===== src/hw/rtl/lsra_pkg.sv =====
// Package for the linear scan register assigner.
// Holds the fixed result field widths and the command struct sent to the allocator.
// No dependencies.
`default_nettype none

package lsra_pkg;

    // Fixed widths of the result fields.
    localparam int INDEX_W    = 6;
    localparam int REG_W      = 6;
    localparam int M_TDATA_W  = 16;
    localparam int M_TUSER_W  = 2;

    // Command from the scan sequencer to the register allocator.
    typedef struct packed {
        logic             take;       // claim the lowest free register
        logic             give_back;  // return give_reg to the free map
        logic [REG_W-1:0] give_reg;
        logic             clear;      // mark every register free again
    } lsra_alloc_cmd_t;

endpackage

`default_nettype wire


===== src/hw/rtl/lsra_table.sv =====
// Interval storage for the linear scan register assigner: start, end and
// register memories sharing one registered read address.
// Depends on nothing but its parameters.
`default_nettype none

module lsra_table #(
    parameter int DEPTH = 64,
    parameter int POS_W = 10,
    parameter int RW    = 6
) (
    input  wire logic                     aclk,
    input  wire logic                     ld_en,
    input  wire logic [$clog2(DEPTH)-1:0] ld_addr,
    input  wire logic [POS_W-1:0]         ld_start,
    input  wire logic [POS_W-1:0]         ld_end,
    input  wire logic                     rg_we,
    input  wire logic [RW-1:0]            rg_data,
    input  wire logic [$clog2(DEPTH)-1:0] rd_addr,
    output logic      [POS_W-1:0]         rd_start,
    output logic      [POS_W-1:0]         rd_end,
    output logic      [RW-1:0]            rd_reg
);

    logic [POS_W-1:0] start_mem [DEPTH];
    logic [POS_W-1:0] end_mem   [DEPTH];
    logic [RW-1:0]    reg_mem   [DEPTH];

    // Intervals are written at load time, one per transfer.
    always_ff @(posedge aclk) begin
        if (ld_en) begin
            start_mem[ld_addr] <= ld_start;
            end_mem[ld_addr]   <= ld_end;
        end
    end

    // The register memory is written at the read address during the scan.
    always_ff @(posedge aclk) begin
        if (rg_we) begin
            reg_mem[rd_addr] <= rg_data;
        end
    end

    // Registered read of all three memories.
    always_ff @(posedge aclk) begin
        rd_start <= start_mem[rd_addr];
        rd_end   <= end_mem[rd_addr];
        rd_reg   <= reg_mem[rd_addr];
    end

endmodule

`default_nettype wire


===== src/hw/rtl/lsra_alloc.sv =====
// Register allocator for the linear scan register assigner: free map and
// lowest-free-register encoder, shared by every interval visit.
// Depends on lsra_pkg.
`default_nettype none

module lsra_alloc #(
    parameter int REG_COUNT = 64
) (
    input  wire logic                   aclk,
    input  wire logic                   aresetn,
    input  wire lsra_pkg::lsra_alloc_cmd_t cmd,
    output logic [lsra_pkg::REG_W-1:0]  free_reg
);
    import lsra_pkg::*;

    localparam int RIDX_W = (REG_COUNT > 1) ? $clog2(REG_COUNT) : 1;

    logic [REG_COUNT-1:0] free_map_reg;
    logic [REG_COUNT-1:0] free_map_next;
    logic [RIDX_W-1:0]    low_idx;

    // Lowest set bit of the free map.
    always_comb begin
        low_idx = '0;
        for (int i = REG_COUNT - 1; i >= 0; i--) begin
            if (free_map_reg[i]) begin
                low_idx = RIDX_W'(i);
            end
        end
    end

    assign free_reg = REG_W'(low_idx);

    // Claim or return one register per cycle, or mark every register free on clear.
    always_comb begin
        free_map_next = free_map_reg;
        if (cmd.clear) begin
            free_map_next = '1;
        end else if (cmd.take) begin
            free_map_next[low_idx] = 1'b0;
        end else if (cmd.give_back) begin
            free_map_next[cmd.give_reg[RIDX_W-1:0]] = 1'b1;
        end
    end

    always_ff @(posedge aclk) begin
        if (!aresetn) begin
            free_map_reg <= '1;
        end else begin
            free_map_reg <= free_map_next;
        end
    end

`ifndef SYNTHESIS
    // A claim always finds a free register.
    a_take_has_free: assert property (@(posedge aclk) disable iff (!aresetn)
        cmd.take |-> (free_map_reg != '0))
        else $error("register claimed with an empty free map");

    // One interval is visited at a time, so claim and return never coincide.
    a_take_xor_give: assert property (@(posedge aclk) disable iff (!aresetn)
        !(cmd.take && cmd.give_back))
        else $error("register claimed and returned in the same cycle");

    // A returned register must have been in use.
    a_give_was_used: assert property (@(posedge aclk) disable iff (!aresetn)
        (cmd.give_back && !cmd.clear) |-> !free_map_reg[cmd.give_reg[RIDX_W-1:0]])
        else $error("returned register was already free");
`endif

endmodule

`default_nettype wire


===== src/hw/rtl/linear_scan_register_assign.sv =====
// Linear scan register assigner. Intervals [start, end) are loaded one per
// transfer until the transfer marked last in s_tlast. The block then scans
// positions 0 to the greatest end, visiting every stored interval at each
// position through one shared allocator; each visit is a table read, then
// an update. Results follow in load order; each is read from the tables,
// loaded into the result register and held until m_tready takes it. No
// input is taken from the last load until the final result has been
// transferred. Intervals beyond MAX_INTERVALS are dropped and reported in
// the overflow flag.
// Depends on lsra_pkg, lsra_table and lsra_alloc.
`default_nettype none

module linear_scan_register_assign #(
    parameter int MAX_INTERVALS = 64,
    parameter int POSITION_BITS = 10
) (
    input  wire logic aclk,
    input  wire logic aresetn,
    // Input intervals.
    input  wire logic s_tvalid,
    output logic      s_tready,
    // tdata: interval_start, interval_end, zero padding (lowest bit first).
    input  wire logic [((2*POSITION_BITS+7)/8)*8-1:0] s_tdata,
    // tlast: is_last.
    input  wire logic s_tlast,
    // Results.
    output logic      m_tvalid,
    input  wire logic m_tready,
    // tdata: interval_index, assigned_register, zero padding (lowest bit first).
    output logic [lsra_pkg::M_TDATA_W-1:0] m_tdata,
    // tuser: was_assigned, overflowed (lowest bit first).
    output logic [lsra_pkg::M_TUSER_W-1:0] m_tuser,
    // tlast: last_result.
    output logic      m_tlast
);
    import lsra_pkg::*;

    localparam int IDX_W = $clog2(MAX_INTERVALS);
    localparam int CNT_W = $clog2(MAX_INTERVALS + 1);
    localparam int P_W   = POSITION_BITS;

    typedef enum logic [5:0] {
        ST_LOAD  = 6'b000001,
        ST_SREAD = 6'b000010,
        ST_SEVAL = 6'b000100,
        ST_EREAD = 6'b001000,
        ST_ELOAD = 6'b010000,
        ST_EWAIT = 6'b100000
    } lsra_state_t;

    lsra_state_t          state_reg, state_next;
    logic [IDX_W-1:0]     k_reg, k_next;
    logic [P_W-1:0]       p_reg, p_next;
    logic [CNT_W-1:0]     count_reg, count_next;
    logic [P_W-1:0]       gend_reg, gend_next;
    logic                 drop_reg, drop_next;
    logic [MAX_INTERVALS-1:0] live_reg, live_next;
    logic [MAX_INTERVALS-1:0] ever_reg, ever_next;
    logic                 m_valid_reg, m_valid_next;

    logic [INDEX_W-1:0]   out_idx_reg;
    logic [REG_W-1:0]     out_reg_reg;
    logic                 out_was_reg;
    logic                 out_ovf_reg;
    logic                 out_last_reg;

    logic [P_W-1:0]       in_start;
    logic [P_W-1:0]       in_end;
    logic                 s_xfer;
    logic                 m_xfer;
    logic                 has_room;
    logic                 k_is_final;

    logic [P_W-1:0]       rd_start;
    logic [P_W-1:0]       rd_end;
    logic [REG_W-1:0]     rd_reg;
    logic [REG_W-1:0]     free_reg;
    logic                 pos_hit;
    logic                 cur_live;
    logic                 grab;
    logic                 let_go;
    lsra_alloc_cmd_t      alloc_cmd;

    assign in_start   = s_tdata[P_W-1:0];
    assign in_end     = s_tdata[2*P_W-1:P_W];
    assign s_tready   = (state_reg == ST_LOAD);
    assign s_xfer     = s_tvalid && s_tready;
    assign m_xfer     = m_valid_reg && m_tready;
    assign has_room   = (count_reg < CNT_W'(MAX_INTERVALS));
    assign k_is_final = ((CNT_W'(k_reg) + CNT_W'(1)) == count_reg);

    // Visit decision for the interval read out of the tables.
    assign pos_hit  = (p_reg >= rd_start) && (p_reg < rd_end);
    assign cur_live = live_reg[k_reg];
    assign grab     = (state_reg == ST_SEVAL) && pos_hit && !cur_live;
    assign let_go   = (state_reg == ST_SEVAL) && !pos_hit && cur_live;

    lsra_table #(
        .DEPTH (MAX_INTERVALS),
        .POS_W (P_W),
        .RW    (REG_W)
    ) u_table (
        .aclk     (aclk),
        .ld_en    (s_xfer && has_room),
        .ld_addr  (count_reg[IDX_W-1:0]),
        .ld_start (in_start),
        .ld_end   (in_end),
        .rg_we    (grab),
        .rg_data  (free_reg),
        .rd_addr  (k_reg),
        .rd_start (rd_start),
        .rd_end   (rd_end),
        .rd_reg   (rd_reg)
    );

    always_comb begin
        alloc_cmd.take      = grab;
        alloc_cmd.give_back = let_go;
        alloc_cmd.give_reg  = rd_reg;
        alloc_cmd.clear     = (state_reg == ST_EWAIT) && m_xfer && k_is_final;
    end

    lsra_alloc #(
        .REG_COUNT (MAX_INTERVALS)
    ) u_alloc (
        .aclk     (aclk),
        .aresetn  (aresetn),
        .cmd      (alloc_cmd),
        .free_reg (free_reg)
    );

    // Sequencer: load, scan positions by intervals, then emit results.
    always_comb begin
        state_next   = state_reg;
        k_next       = k_reg;
        p_next       = p_reg;
        count_next   = count_reg;
        gend_next    = gend_reg;
        drop_next    = drop_reg;
        live_next    = live_reg;
        ever_next    = ever_reg;
        m_valid_next = m_valid_reg;
        unique case (state_reg)
            ST_LOAD: begin
                if (s_xfer) begin
                    if (has_room) begin
                        count_next = count_reg + CNT_W'(1);
                        if (in_end > gend_reg) begin
                            gend_next = in_end;
                        end
                    end else begin
                        drop_next = 1'b1;
                    end
                    if (s_tlast) begin
                        k_next     = '0;
                        p_next     = '0;
                        state_next = ST_SREAD;
                    end
                end
            end
            ST_SREAD: begin
                state_next = ST_SEVAL;
            end
            ST_SEVAL: begin
                if (grab) begin
                    live_next[k_reg] = 1'b1;
                    ever_next[k_reg] = 1'b1;
                end else if (let_go) begin
                    live_next[k_reg] = 1'b0;
                end
                if (k_is_final) begin
                    k_next = '0;
                    if (p_reg == gend_reg) begin
                        state_next = ST_EREAD;
                    end else begin
                        p_next     = p_reg + P_W'(1);
                        state_next = ST_SREAD;
                    end
                end else begin
                    k_next     = k_reg + IDX_W'(1);
                    state_next = ST_SREAD;
                end
            end
            ST_EREAD: begin
                state_next = ST_ELOAD;
            end
            ST_ELOAD: begin
                m_valid_next = 1'b1;
                state_next   = ST_EWAIT;
            end
            ST_EWAIT: begin
                if (m_xfer) begin
                    m_valid_next = 1'b0;
                    if (k_is_final) begin
                        k_next     = '0;
                        count_next = '0;
                        gend_next  = '0;
                        drop_next  = 1'b0;
                        live_next  = '0;
                        ever_next  = '0;
                        state_next = ST_LOAD;
                    end else begin
                        k_next     = k_reg + IDX_W'(1);
                        state_next = ST_EREAD;
                    end
                end
            end
            default: begin
                state_next = ST_LOAD;
            end
        endcase
    end

    // Control state.
    always_ff @(posedge aclk) begin
        if (!aresetn) begin
            state_reg   <= ST_LOAD;
            k_reg       <= '0;
            p_reg       <= '0;
            count_reg   <= '0;
            gend_reg    <= '0;
            drop_reg    <= 1'b0;
            live_reg    <= '0;
            ever_reg    <= '0;
            m_valid_reg <= 1'b0;
        end else begin
            state_reg   <= state_next;
            k_reg       <= k_next;
            p_reg       <= p_next;
            count_reg   <= count_next;
            gend_reg    <= gend_next;
            drop_reg    <= drop_next;
            live_reg    <= live_next;
            ever_reg    <= ever_next;
            m_valid_reg <= m_valid_next;
        end
    end

    // Result register, loaded once the register memory read is back.
    always_ff @(posedge aclk) begin
        if (state_reg == ST_ELOAD) begin
            out_idx_reg  <= INDEX_W'(k_reg);
            out_reg_reg  <= ever_reg[k_reg] ? rd_reg : '0;
            out_was_reg  <= ever_reg[k_reg];
            out_ovf_reg  <= drop_reg;
            out_last_reg <= k_is_final;
        end
    end

    assign m_tvalid = m_valid_reg;
    assign m_tdata  = {{(M_TDATA_W - INDEX_W - REG_W){1'b0}}, out_reg_reg, out_idx_reg};
    assign m_tuser  = {out_ovf_reg, out_was_reg};
    assign m_tlast  = out_last_reg;

`ifndef SYNTHESIS
    // Loading and result delivery never overlap.
    a_no_load_while_out: assert property (@(posedge aclk) disable iff (!aresetn)
        !(s_tready && m_tvalid))
        else $error("input ready while a result is pending");

    // The stored count never exceeds the table depth.
    a_count_bound: assert property (@(posedge aclk) disable iff (!aresetn)
        count_reg <= CNT_W'(MAX_INTERVALS))
        else $error("interval count beyond table depth");

    // Between sets no interval holds a register.
    a_idle_clean: assert property (@(posedge aclk) disable iff (!aresetn)
        (state_reg == ST_LOAD) |-> (live_reg == '0))
        else $error("live interval left over while loading");

    // A scan only runs on a non-empty set.
    a_scan_nonempty: assert property (@(posedge aclk) disable iff (!aresetn)
        (state_reg == ST_SREAD) |-> (count_reg != '0))
        else $error("scan started with no stored interval");
`endif

endmodule

`default_nettype wire


===== config.mk =====
export PLATFORM = sky130hd
export DESIGN_NAME = linear_scan_register_assign
export DESIGN_NICKNAME = d
export VERILOG_FILES = /design/src/hw/rtl/lsra_pkg.sv /design/src/hw/rtl/lsra_table.sv /design/src/hw/rtl/lsra_alloc.sv /design/src/hw/rtl/linear_scan_register_assign.sv
export SDC_FILE = /design/constraint.sdc
export NUM_CORES = 2
export LEC_CHECK = 0
export BUFFER_PORTS_ARGS = -buffer_cell sky130_fd_sc_hd__buf_4
export CAP_MARGIN = 20
export CORE_ASPECT_RATIO = 1.5
export CORE_UTILIZATION = 68
export CTS_CLUSTER_SIZE = 14
export DETAILED_ROUTE_END_ITERATION = 16
export PLACE_DENSITY_LB_ADDON = 0.1
export SLEW_MARGIN = 15
export SYNTH_ARGS = -nofsm -noshare
export SYNTH_HDL_FRONTEND = slang
export SYNTH_SLANG_ARGS = --single-unit

===== constraint.sdc =====
create_clock -name aclk -period 8.25 [get_ports aclk]
set_input_delay 2.475 -clock aclk [delete_from_list [all_inputs] [get_ports aclk]]
set_output_delay 2.475 -clock aclk [all_outputs]
set_load 0.02 [all_outputs]

======== After elaboration in Yosys (flattened, before gate mapping) ========
Memory sizes are Yosys's and may differ from the RTL's. A register that Yosys moved wholly into a read port is not among the register bits.
Cells that the tools add are included.
storage, ports and cells
  flip-flop bits (word level) ............. 248
  memory bits (writable) .................. 1,664
  input bits .............................. 29
  output and inout port bits .............. 21
  logic and storage cells ................. 212
  memories kept ........................... 3
memories
  name               depth  width  rd ports  clocked after Yosys merged registers in  write ports  line              text
  u_table.end_mem    64     10     1         1                                        1            lsra_table.sv:25  logic [POS_W-1:0] end_mem [DEPTH];
  u_table.start_mem  64     10     1         1                                        1            lsra_table.sv:24  logic [POS_W-1:0] start_mem [DEPTH];
  u_table.reg_mem    64     6      1         1                                        1            lsra_table.sv:26  logic [RW-1:0] reg_mem [DEPTH];
operators by class
  $add $sub $neg .......................... 4
  magnitude comparators ................... 10
  equality and inequality tests ........... 19
  mux-type cells .......................... 122
  bitwise gates (word level) .............. 8
  reduce and logical (&&, ||, !) cells .... 31
operator list
  cell                                                                          count
  64-bit 2-to-1 mux                                                             7
  6-bit 2-to-1 mux                                                              72
  64-bit one-hot mux with 2 select lines                                        2
  64-bit bitwise OR                                                             3
  64-bit AND                                                                    2
  64-bit NOT                                                                    2
  10-bit 2-to-1 mux                                                             9
  10-bit one-hot mux with 2 select lines                                        2
  6-bit one-hot mux with 6 select lines                                         1
  7-bit 2-to-1 mux                                                              4
  6-bit by 7-bit less-than comparator with 1-bit output, second input constant  3
  1-bit demux with 6-bit select                                                 3
  6-bit by 1-bit >= comparator with 1-bit output, second input constant         3
  6-bit one-hot mux with 3 select lines                                         1
  5-bit AND reduction                                                           3
  1-bit 2-to-1 mux                                                              14
  7-bit one-hot mux with 2 select lines                                         1
  1-bit logical AND                                                             13
  1-bit binary-select mux with 6-bit select                                     2
  2-bit != test, second input constant                                          6
  4-bit AND reduction                                                           3
  10-bit by 1-bit adder with 10-bit output, second input constant               1
  10-bit equality test                                                          1
  10-bit >= comparator                                                          1
  other kinds (25)                                                              35

======== Depth between registers and ports, before layout ========
  word-level depth ........................ 71
  depth in mapped cells ................... 14
  depth with buffers taken out ............ 10

======== By module ========
From an unflattened synthesis, not the netlist that was laid out.
second synthesis, totals
  cell total of the unflattened synthesis .. 5,438
  area, all modules ....................... 78,452.7 um^2
modules (own cells, without submodules)
  module                       instances  cells each  area an instance (um^2)  seq. area each (um^2)
  lsra_table                   1          3,758       64,725.8                 50,488.4
  linear_scan_register_assign  1          1,203       9,816.9                  3,833.7
  lsra_alloc                   1          477         3,910.0                  1,281.2

======== Least setup slack after synthesis ========
No wires, ideal clock.
  path kind ............................... register to register
  start ................................... register u_alloc.free_map_reg[24]
  end ..................................... register u_alloc.free_map_reg[60]
  setup time .............................. 86 ps
  data arrival time ....................... 5,314 ps
  data required time ...................... 8,164 ps
  slack ................................... 2,850 ps
  cell stages (with the launch flop) ...... 8
  path buffers ............................ 0
  period minus slack after synthesis ...... 5,400 ps
  path through ............................ dfxtp_1 nor4_1 nand3_1 a2111oi_0 o21ai_0 a311oi_1 nor4_1 a21oi_1
between the ends
  cells in the longest elaborated chain, start to end .. 32
  elaborated cells on any way between the ends .. 33
  those cells by class .................... 2 x order compare; 28 x mux; 2 x bitwise; 1 x reduce/logical
ends and longest elaborated chain
  element                                                                                                                                               line                               text
  from (decl)                                                                                                                                           lsra_alloc.sv:18                   logic [REG_COUNT-1:0] free_map_reg;
  from (signal assigned)                                                                                                                                lsra_alloc.sv:50                   free_map_reg <= free_map_next;
  6-bit 2-to-1 mux * (25 in series)                                                                                                                     lsra_alloc.sv:26                   if (free_map_reg[i]) begin
  named net free_reg[1]                                                                                                                                 linear_scan_register_assign.sv:77  logic [REG_W-1:0] free_reg;
  6-bit by 7-bit less-than comparator with 1-bit output (implied by the code) / 6-bit by 1-bit >= comparator with 1-bit output (equally long branches)  lsra_alloc.sv:40                   free_map_next[low_idx] = 1'b0;
  1-bit logical AND (implied by the code)                                                                                                               lsra_alloc.sv:40
  1-bit 2-to-1 mux (implied by the code)                                                                                                                lsra_alloc.sv:40
  1-bit demux with 6-bit select *                                                                                                                       n/a
  64-bit NOT (no source line) *                                                                                                                         n/a
  64-bit AND (no source line) *                                                                                                                         n/a
  64-bit 2-to-1 mux *                                                                                                                                   lsra_alloc.sv:39                   end else if (cmd.take) begin
Mark *: on every way through the listed nets, which the timed path passes. The rest lies on a longest branch.
A chain may end at the register's enable or synchronous reset.

======== Worst setup path after layout ========
  start ................................... register k_reg[2]
  end ..................................... memory u_table.reg_mem[32][4] (enable)
between the ends
  cells in the longest elaborated chain, start to end .. 6
ends and longest elaborated chain
  element                                    line                                text
  from (decl)                                linear_scan_register_assign.sv:52   logic [IDX_W-1:0] k_reg, k_next;
  from (signal assigned)                     linear_scan_register_assign.sv:228  k_reg <= k_next;
  1-bit binary-select mux with 6-bit select  linear_scan_register_assign.sv:94   assign cur_live = live_reg[k_reg];
  1-bit 2-to-1 mux (implied by the code)     linear_scan_register_assign.sv:94
  1-bit zero test                            linear_scan_register_assign.sv:95   assign grab = (state_reg == ST_SEVAL) && pos_hit && !cur_live;
  1-bit logical AND                          linear_scan_register_assign.sv:95
  1-bit 2-to-1 mux                           lsra_table.sv:38                    if (rg_we) begin
  1-bit 2-to-1 mux (implied by the code)     lsra_table.sv:39                    reg_mem[rd_addr] <= rg_data;
  to (decl)                                  lsra_table.sv:26
Several ways; a longest one is shown, not always the timed one. The select of a mux whose other input is x is not followed.

==> impl_metrics.ini <==
[status]
outcome = complete, no violations

[yosys]
synth_fa_ha_area_share_pct = 0.541
ys_seq_elements = 1938
ys_warn_count = 0
synth_top_family_by_area = compound AO/OA/AOI/OAI gates
synth_edf_count = 1679
synth.distinct_cells = 94
syn-cell-area_mm2 = 0.0740
avgSynthCellArea_um2 = 15.7
yosys-top-cells-area = edfxtp_1 68%, dfxtp_1 7.0%, a22oi_1 4.8%
yosys.area_share.simple_pct = 5.13
synthFlopType = edfxtp_1
synthCells = 4718
synth_top_area_cell = edfxtp_1
synth_top_area_share_pct = 68.1
ys_async_sr_fraction_pct = 0
synth_xor_area_share_pct = 0.308
synth.area.mux_share_pct = 0.999
synth_compound_area_share_pct = 15.4
ys_seq_area_share_pct = 75.1

[floorplan]
die_height_um = 406
core_mm2 = 0.107
die_w_um = 271
start_util_pct = 68.9
num_rows = 147
io_pins = 50
die-area_mm2 = 0.110

[cts]
clock_latency_ps = 800
cts_tree = done
cts_buffers = 169
ctsRootBufferMaster = clkbuf_16
cts_htree_levels = 4
post_cts_buffers = 0
ctsHoldBuffers = 0
cts_resized = 0
clock_path_buffers = 3
cts_sinks = 1938
path_clk_slew_ps = 70

[route]
drtIter0Drc = 7551
routed_wl_um = 214000
drc = 0
viasPerCell = 7.49
ant_nets = 0
wire_per_inst_um = 33.9
vias = 47300
drt_first_pass_iters = 7

[setup_path]
cp-start-kind = flop
arrival_ps = 6200
r2r_cells = 9
path_max_fanout = 94
end_kind = flop
crit_required_ps = 8650
path_class = flop to flop

[pwr]
leakagePower_nw = 25.3
power_density_mw_per_mm2 = 236
ir_drop_mv = 0.193

[grt]
antenna_found_initial = 3
grt_overflow = 0
grt_max_degree = 119
grt_pass1_vias = 44600
grt_first_pass_wirelength_um = 305000
grt_util_all_layers_pct = 38.9

[place]
dp_worst_setup_slack_ps = 2590
gp_congestion = 0.949
io_buffers = 41
place_hpwl_um = 123000

[layout]
top_regs = u_table.end_mem x640, u_table.start_mem x640, u_table.reg_mem x384
layout_common_cells = 1679 x edfxtp_1, 471 x a22oi_1, 255 x dfxtp_1
mostFrequentLayoutCell = edfxtp_1
layout.nets = 4833
area_growth_pct = 10.2
drive_above_1_share_pct = 13.1

[timing]
max_freq_mhz = 172
hold_viol = 0
skew_ps = 31.1
finalMaxSlewViolations = 0
min_period_ps = 5800
slew_headroom_pct = 14.1
tightest_slew_ps = 1280
rsz0062_at_grt = no
finalSetupViolations = 0
period_share_pct = 70.3
setup_tns_ps = 0
setup_slack_ps = 2450

[hold_path]
hold_path_depth = 1
hold_class = flop to flop

[run]
cap_violations = 0
## critical path, cell delays in order (launching register included)
cell	delay (ps)
dfxtp_4	820
buf_4	460
inv_1	480
a21oi_1	270
a211oi_1	70
o31ai_1	430
nand4b_1	730
or2_4	770
buf_12	340
nor3_1	930
## final cells by class
type / count / area (um2)
Clock inverter: 51 / 472
Inverter: 59 / 221
Multi-Input combinational cell: 2369 / 17000
Clock buffer: 243 / 4650
Fill cell: 6253 / 25900
Timing Repair Buffer: 235 / 1840
Sequential cell: 1938 / 55600
Tap cell: 1415 / 1770
Antenna cell: 1 / 2.50
## synthesized netlist by cell type, drive strengths merged, types with 44 or more instances
master,count
edfxtp,1679
a22oi,471
dfxtp,259
nor2,231
a31oi,230
a221oi,197
a21oi,195
buf,186
clkbuf,169
a22o,162
nor3,125
nand3,71
a211oi,69
nand2,66
o221a,64
nand4,60
inv,57
nor4,44
## cells by family (layout without fill, tap and decap cells)
| family | count (synthesis) | count (layout) |
|---|---|---|
| compound gates | 1526 | 1526 |
| xor+xnor | 26 | 26 |
| fa+ha+maj | 32 | 32 |
| buf+inv | 414 | 588 |
| flops | 1938 | 1938 |
| mux | 65 | 65 |
| other cells | 1 | 5 |
| simple gates | 716 | 716 |
## power breakdown
part           leakage, nW  internal (W)  switching (W)
clock network         2.48       0.00405        0.00341
logic                 5.50      0.000270       0.000737
registers             17.3        0.0107      0.0000640
total                 25.3        0.0150        0.00421
## final timing paths
kind | end | from | slack (ps)
setup / recovery | u_table.reg_mem[32][4]$_DFFE_PP_ | k_reg[2]$_SDFFE_PN0P_ | 2450
hold / removal | state_reg[4]$_SDFFE_PN0P_ | state_reg[1]$_SDFFE_PN0P_ | 470
setup reg to reg | u_table.reg_mem[32][4]$_DFFE_PP_ | k_reg[2]$_SDFFE_PN0P_ | 2450
hold reg to reg | state_reg[4]$_SDFFE_PN0P_ | state_reg[1]$_SDFFE_PN0P_ | 470
## routing by layer
metal | GRT usage, % | wire [um] | up-vias
met1 | 48.6 | 70800 | 23400
met3 | 6.58 | 24000 | 689
met5 | 0 | 14 | -
met2 | 63.5 | 103000 | 3676
met4 | 24.8 | 15600 | 2
li1 | - | - | 19500
## stage by stage
step / power [W] / std cells / area (um2) / util, % / hold WS (ps)
floorplan: 0.0115 / 4721 / 74000 / - / 403
global placement: 0.0119 / 5989 / 76200 / 71.0 / 444
detailed placement: 0.0120 / 6001 / 76300 / 71.1 / 457
CTS: 0.0192 / 6295 / 81400 / 75.8 / 465
global route: 0.0197 / 6310 / 81500 / 75.9 / 492
finish: 0.0193 / 6311 / 81500 / 75.9 / 470
Note: power is estimated with default switching activity, not from simulation.
